===== src/hw/rtl/bayer_weighted_gray_filter_unit_defines.svh =====
// Assertion macros shared by the Bayer luma filter RTL.
// Included by every module that carries concurrent assertions; needs signals named clock and reset.
`ifndef BAYER_WEIGHTED_GRAY_FILTER_UNIT_DEFINES_SVH
`define BAYER_WEIGHTED_GRAY_FILTER_UNIT_DEFINES_SVH

// Same-cycle implication, checked at every rising clock edge outside reset.
`define BWGF_ASSERT_IMPLIES(name, ante, cons, msg) \
   name: assert property (@(posedge clock) disable iff (reset) (ante) |-> (cons)) \
      else $error(msg);

// Next-cycle implication, checked at every rising clock edge outside reset.
`define BWGF_ASSERT_NEXT(name, ante, cons, msg) \
   name: assert property (@(posedge clock) disable iff (reset) (ante) |=> (cons)) \
      else $error(msg);

`endif


===== src/hw/rtl/bwgf_pkg.sv =====
// Shared types and constants of the Bayer luma filter.
// No dependencies; used by bwgf_rsp_fifo and bayer_weighted_gray_filter_unit.
`timescale 1ns / 1ps

package bwgf_pkg;

   // Configuration register indexes and port widths.
   localparam int CSR_INDEX_W = 2;
   localparam int CSR_DATA_W  = 13;
   localparam logic [CSR_INDEX_W-1:0] CSR_IMAGE_WIDTH  = 2'd0;
   localparam logic [CSR_INDEX_W-1:0] CSR_IMAGE_HEIGHT = 2'd1;
   localparam logic [CSR_INDEX_W-1:0] CSR_PATTERN      = 2'd2;

   // Register reset values.
   localparam logic [11:0] WIDTH_RESET  = 12'd640;
   localparam logic [12:0] HEIGHT_RESET = 13'd480;
   localparam logic [12:0] HEIGHT_MIN   = 13'd3;
   localparam logic [12:0] HEIGHT_MAX   = 13'd4096;

   // Color weights in 1/256 units; green is halved since a quad has two greens.
   localparam logic [6:0] WT_R = 7'd76;
   localparam logic [6:0] WT_G = 7'd75;
   localparam logic [6:0] WT_B = 7'd29;

   // Weight per {pattern, row parity, column parity}.
   localparam logic [6:0] WEIGHT_TABLE [16] = '{
      WT_R, WT_G, WT_G, WT_B,   // RGGB
      WT_G, WT_B, WT_R, WT_G,   // GBRG
      WT_G, WT_R, WT_B, WT_G,   // GRBG
      WT_B, WT_G, WT_G, WT_R    // BGGR
   };

   // Response queue depth; a power of two so the pointers wrap on their own.
   localparam int RSP_FIFO_DEPTH = 8;

   // One result item.
   typedef struct packed {
      logic [7:0] gray;
      logic       last_of_run;
   } rsp_item_type;

   // Up to two result items pushed into the response queue in one cycle.
   typedef struct packed {
      logic [1:0]   count;
      rsp_item_type first;
      rsp_item_type second;
   } rsp_push_type;

   // Status of the response queue seen by the filter datapath.
   typedef struct packed {
      logic room;
      logic not_empty;
   } rsp_status_type;

endpackage


===== src/hw/rtl/bwgf_rsp_fifo.sv =====
// Response queue of the Bayer luma filter: takes up to two results a cycle, gives one.
// Depends on bwgf_pkg and the shared assertion macro header.
`timescale 1ns / 1ps
`include "bayer_weighted_gray_filter_unit_defines.svh"

module bwgf_rsp_fifo (
   input  logic                          clock,
   input  logic                          reset,
   input  bwgf_pkg::rsp_push_type        push,
   input  logic                          pop,
   output bwgf_pkg::rsp_item_type        head,
   output bwgf_pkg::rsp_status_type      status
);
   import bwgf_pkg::*;

   localparam int PTR_W = $clog2(RSP_FIFO_DEPTH);
   localparam int CNT_W = $clog2(RSP_FIFO_DEPTH + 1);
   // Room is kept for the request in flight plus the one about to be taken.
   localparam logic [CNT_W-1:0] ROOM_LIMIT = CNT_W'(RSP_FIFO_DEPTH - 4);

   rsp_item_type     entry_ff [RSP_FIFO_DEPTH];
   logic [PTR_W-1:0] wr_ptr_ff, wr_ptr_in;
   logic [PTR_W-1:0] rd_ptr_ff, rd_ptr_in;
   logic [CNT_W-1:0] count_ff, count_in;
   logic [CNT_W-1:0] free_slots;

   // Pointer and fill count update.
   always_comb begin
      wr_ptr_in = wr_ptr_ff + PTR_W'(push.count);
      rd_ptr_in = rd_ptr_ff + PTR_W'(pop);
      count_in  = count_ff + CNT_W'(push.count) - CNT_W'(pop);
   end

   always_ff @(posedge clock) begin
      if (reset) begin
         wr_ptr_ff <= '0;
         rd_ptr_ff <= '0;
         count_ff  <= '0;
      end else begin
         wr_ptr_ff <= wr_ptr_in;
         rd_ptr_ff <= rd_ptr_in;
         count_ff  <= count_in;
      end
   end

   // Entry storage: the second item goes one slot after the first.
   always_ff @(posedge clock) begin
      if (push.count != 2'd0) begin
         entry_ff[wr_ptr_ff] <= push.first;
      end
      if (push.count == 2'd2) begin
         entry_ff[wr_ptr_ff + PTR_W'(1)] <= push.second;
      end
   end

   assign head             = entry_ff[rd_ptr_ff];
   assign status.not_empty = (count_ff != '0);
   assign status.room      = (count_ff <= ROOM_LIMIT);
   assign free_slots       = CNT_W'(RSP_FIFO_DEPTH) - count_ff;

   `BWGF_ASSERT_IMPLIES(a_fifo_bound, 1'b1, count_ff <= CNT_W'(RSP_FIFO_DEPTH), "queue overfilled")
   `BWGF_ASSERT_IMPLIES(a_fifo_push_fits, push.count != 2'd0, CNT_W'(push.count) <= free_slots, "push into full queue")
   `BWGF_ASSERT_NEXT(a_fifo_hold, !pop && push.count == 2'd0, $stable(count_ff), "count moved while idle")

endmodule


===== config.mk =====
export PLATFORM = sky130hd
export DESIGN_NAME = bwgf_rsp_fifo
export DESIGN_NICKNAME = d
export VERILOG_FILES = /design/src/hw/rtl/bwgf_pkg.sv /design/src/hw/rtl/bwgf_rsp_fifo.sv
export VERILOG_INCLUDE_DIRS = /design/src /design/src/hw/rtl
export SDC_FILE = /design/constraint.sdc
export NUM_CORES = 1
export LEC_CHECK = 0
export ABC_AREA = 1
export BUFFER_PORTS_ARGS = -buffer_cell sky130_fd_sc_hd__buf_4
export CAP_MARGIN = 20
export CELL_PAD_IN_SITES_DETAIL_PLACEMENT = 1
export CELL_PAD_IN_SITES_GLOBAL_PLACEMENT = 2
export CORE_ASPECT_RATIO = 0.6
export CORE_MARGIN = 2
export CORE_UTILIZATION = 36
export CTS_CLUSTER_SIZE = 30
export DETAILED_ROUTE_END_ITERATION = 8
export PLACE_DENSITY = 0.89
export SYNTH_ARGS = -nofsm -noshare
export SYNTH_HDL_FRONTEND = slang
export SYNTH_SLANG_ARGS = --single-unit

===== constraint.sdc =====
create_clock -name clock -period 2.2 [get_ports clock]
set_input_delay 0.11 -clock clock [delete_from_list [all_inputs] [get_ports clock]]
set_output_delay 0.11 -clock clock [all_outputs]
set_load 0.05 [all_outputs]

# Word level (Yosys, flattened, before mapping)
# Memory sizes are Yosys's and may differ from the RTL's. A register that Yosys moved wholly into a read port is not among the register bits.
# Cells that the tools add are included.
dict set report totals {
  romBits 0
  ff_bits 10
  latch_bits 0
  word_cells 18
  memories 1
  inputBits 23
  ramBits 72
  out_inout_bits 11
}
dict set report op_classes {
  addsub 5
  reduce_logical 2
  eq_ne 1
  mux 5
  n_shift 0
  magnitude_cmp 1
  n_bitwise 0
  div 0
  mul 0
}
# name depth width read_ports rd_clocked_by_memory_dff write_ports line_no
set mem_list {}
lappend mem_list {entry_ff 8 9 1 1 2 bwgf_rsp_fifo.sv:21} ;# rsp_item_type entry_ff [RSP_FIFO_DEPTH];
# op count
set op_table {}
lappend op_table {{adder 4 x 2 -> 4 bit} 1}
lappend op_table {{less-or-equal comparator 4 x 3 -> 1 bit (second input constant)} 1}
lappend op_table {{two-way mux 1 bit} 4}
lappend op_table {{nonzero test 4 bit} 1}
lappend op_table {{subtractor 4 x 1 -> 4 bit} 1}
lappend op_table {{adder 3 x 1 -> 3 bit} 1}
lappend op_table {{adder 3 x 1 -> 3 bit (second input constant)} 1}
lappend op_table {{adder 3 x 2 -> 3 bit} 1}
lappend op_table {{two-way mux 3 bit} 1}
lappend op_table {{== test 2 bit (second input constant)} 1}
lappend op_table {{nonzero test 2 bit} 1}

# Longest topological paths before layout
dict set report depth {
  ltp_word 3
  ltp_mapped 8
}

# Least setup slack after synthesis
# No wires, ideal clock.
dict set report synth_path {
  path_kind {reg-to-reg}
  startpoint {reg wr_ptr_ff[0]}
  endpoint {mem entry_ff[0][0] in the netlist's numbering (enable)}
  stages_incl_launch_ff 7
  period_less_slack_ps 1980
  setup_slack_ps 220
  setup_time_ps 387
  path_buffers 2
  arrival_time_ps 1593
  required_time_ps 1813
  cell_sequence {dfxtp_1 > ha_1 > buf_2 > clkinv_1 > buf_2 > nand3_4 > o21ai_0}
}
# element line_no
set synth_lines {}
lappend synth_lines {{start, declared} bwgf_rsp_fifo.sv:22} ;# logic [PTR_W-1:0] wr_ptr_ff, wr_ptr_in;
lappend synth_lines {{start signal, assigned} bwgf_rsp_fifo.sv:40} ;# wr_ptr_ff <= wr_ptr_in;
lappend synth_lines {{end, declared} bwgf_rsp_fifo.sv:21}

==> flow_metrics.env <==
export IMPL_path_class="register to register"
export IMPL_nNetsFinal=717
export IMPL_placedCellCount=858
export IMPL_final_instance_count_excl_fill=878
export IMPL_netlist_area_sq_um=5150
export IMPL_ys_ff_latch=82
export IMPL_synthTopCellsByArea="edfxtp_1, nand2_1, nand4_1"
export IMPL_avgSynthCellArea_sq_um=7.68
export IMPL_gp_congestion=0.872
export IMPL_path_cells="ha_1, clkinv_1, buf_4, nand3_4, o21ai_0, buf_4"
export IMPL_yosysTopAreaCellShare_pct=42.0
export IMPL_ys_top_cells_by_count="nand2_1, inv_1, edfxtp_1, nand4_1, nand3_1"
export IMPL_area_delta_synth_final_pct=13.1
export IMPL_power_leakage_nw=2.80
export IMPL_die_w_microns=158
export IMPL_status="finished clean"
export IMPL_total_power_mw=5.01
export IMPL_crit_family="buffers and inverters"
export IMPL_ys_seq_area_share_pct=45.9
export IMPL_crit_buf_inv=3
export IMPL_clock_skew_ps=4.15
export IMPL_critical_path_arrival_ps=2100
export IMPL_root_buffer="clkbuf_16"
export IMPL_slew_limit_headroom_pct=57.3
export IMPL_grt_max_degree=41
export IMPL_synthFlopType="edfxtp_1"
export IMPL_reg2regPathDepth=6
export IMPL_synth_async_reset_ratio_pct=0
export IMPL_dr_pass1_iters=5
export IMPL_drtIter0Drc=557
export IMPL_required_ps=2250
export IMPL_yosys_warnings=0
export IMPL_start_kind="register"
export IMPL_vias=4510
export IMPL_cts_htree_levels=3
export IMPL_rsz0062_at_grt="false"
export IMPL_fin_setup_tns_ps=0
export IMPL_hp_start="reset"
export IMPL_drc=0
export IMPL_cp_max_fo=30
export IMPL_wl_per_cell_microns=19.8
export IMPL_path_common_cell="buf_4"
export IMPL_rows=33
export IMPL_path_clk_slew_ps=60
export IMPL_start_util_pct=37.3
export IMPL_grt_pass1_vias=4480
export IMPL_maxCapViolCount=0
export IMPL_reg2reg_from="wr_ptr_ff[0]$_SDFF_PP0_"
export IMPL_grt_ovfl_total=0
export IMPL_setup_viol=0
export IMPL_die_h_microns=96.6
export IMPL_vias_per_cell=5.14
export IMPL_cp_slowest_stage_delay_ps=440
export IMPL_ir_drop_v=0.000406
export IMPL_postRouteAntennaNets=0
export IMPL_final_max_slew_viol_count=0
export IMPL_period_share_pct=93.4
export IMPL_core_area_sq_um=13800
export IMPL_critPathSlowestCell="dfxtp_1"
export IMPL_r2r_end="entry_ff[4][0]$_DFFE_PP_"
export IMPL_max_clock_freq_mhz=487
export IMPL_worstMarginPinSlew_ps=639
export IMPL_syn_num_nets=706
export IMPL_dp_hpwl_mm=13.1
export IMPL_grt_first_pass_wirelength_mm=26.6
export IMPL_hold_path_class="input port to register"
export IMPL_wirelength_mm=17.4
export IMPL_drive_gt1_share_pct=12.8
export IMPL_cts_path_max_buffers=2
export IMPL_cts_num_sinks=82
export IMPL_num_antenna_cells=0
export IMPL_whs_path_depth=2
export IMPL_period_minus_slack_ps=2050
export IMPL_io_buffers=33
export IMPL_antenna_found_initial=0
export IMPL_synthCells=670
export IMPL_yosysMostFrequentCell="nand2_1"
export IMPL_dieArea_sq_um=15300
export IMPL_io_pins=34
export IMPL_yosysTopAreaCell="edfxtp_1"
export IMPL_synth_cell_types=23
export IMPL_synth_edf_count=72
export IMPL_power_density_nw_per_um2=860
export IMPL_grt_usage_pct=23.6
export IMPL_numCtsBuffers=9
export IMPL_worstSetupEndpointType="register"
export IMPL_cts_tree="done"
export IMPL_clock_latency_ps=340
export IMPL_hold_end="count_ff[1]$_SDFF_PP0_"
export IMPL_hold_viol=0
export IMPL_final_util_pct=42.2
export IMPL_ff2ff_setup_slack_ps=150
-- layer usage --
layer	GRT usage (%)	up-vias	wire (microns)
li1	-	2175	-
met1	38.4	2124	8770
met2	30.8	180	6660
met3	5.20	31	1620
met4	6.38	0	303
met5	0	-	0
-- final cells by class --
class / instances / area (sq um)
Sequential cell: 82 / 2360
Timing Repair Buffer: 55 / 430
Multi-Input combinational cell: 436 / 2140
Inverter: 97 / 364
Clock inverter: 6 / 57.6
Fill cell: 1708 / 7970
Clock buffer: 10 / 229
Tap cell: 192 / 240
-- worst max path at each step --
| stage | from | to | slack (ps) | depth (start not counted) |
|---|---|---|---|---|
| 2_1_floorplan | wr_ptr_ff[0]$_SDFF_PP0_ | entry_ff[0][0]$_DFFE_PP_ | 220 | 6 |
| 3_3_place_gp | wr_ptr_ff[0]$_SDFF_PP0_ | entry_ff[3][1]$_DFFE_PP_ | 230 | 2 |
| 3_5_place_dp | wr_ptr_ff[0]$_SDFF_PP0_ | entry_ff[3][3]$_DFFE_PP_ | 90 | 2 |
| 4_1_cts | wr_ptr_ff[0]$_SDFF_PP0_ | entry_ff[3][5]$_DFFE_PP_ | 80 | 2 |
| 5_1_grt | wr_ptr_ff[0]$_SDFF_PP0_ | entry_ff[0][0]$_DFFE_PP_ | 7 | 7 |
| 6_report | wr_ptr_ff[0]$_SDFF_PP0_ | entry_ff[4][0]$_DFFE_PP_ | 150 | 6 |
-- power breakdown --
part | switching, mW | internal [mW]
Sequential | 0.0701 | 1.88
Clock | 0.604 | 0.871
Combinational | 1.15 | 0.438
-- through the flow --
step	setup WS [ps]	hold slack, ps	cell area [sq um]
2_1_floorplan	220	339	5150
3_3_place_gp	228	403	5520
3_5_place_dp	85.2	409	5520
4_1_cts	81.1	44.1	5800
5_1_grt	7.33	54.7	5830
6_report	146	37.8	5830
-- state kept, by name, indices dropped and copies added (netlist names) --
register	count
wr_ptr_ff	3
rd_ptr_ff	3
count_ff	4
entry_ff	72
-- cell families (layout without fill, tap and decap cells) --
logic type / after synthesis / count (layout) / synth area share, %
XOR/XNOR: 3 / 3 / 0.510
AND/OR/NAND/NOR: 409 / 409 / 36.6
buffers and inverters: 152 / 168 / 12.5
AO/OA/AOI/OAI: 11 / 11 / 1.07
flip-flops: 82 / 82 / 45.9
adder cells (fa/ha/maj): 13 / 13 / 3.45
-- placed cells by master, fill, tap and decap left out, drive strengths merged --
cell type / Yosys / layout
a21oi: 2 / 2
buf: 48 / 53
bufinv: 0 / 1
clkbuf: 7 / 12
clkinv: 2 / 6
clkinvlp: 0 / 1
dfxtp: 10 / 10
edfxtp: 72 / 72
fa: 2 / 2
ha: 11 / 11
inv: 95 / 95
nand2: 278 / 278
nand3: 46 / 46
nand4: 72 / 72
nor2: 13 / 13
o21ai: 9 / 9
xnor2: 1 / 1
xor2: 2 / 2
-- what timing repair did --
action,in CTS,in global routing
resized for setup,0,1
buffers inserted,0,0
hold buffers,0,0
endpoints found under the setup margin,0,4
Note: power is estimated with default switching activity, not from simulation.
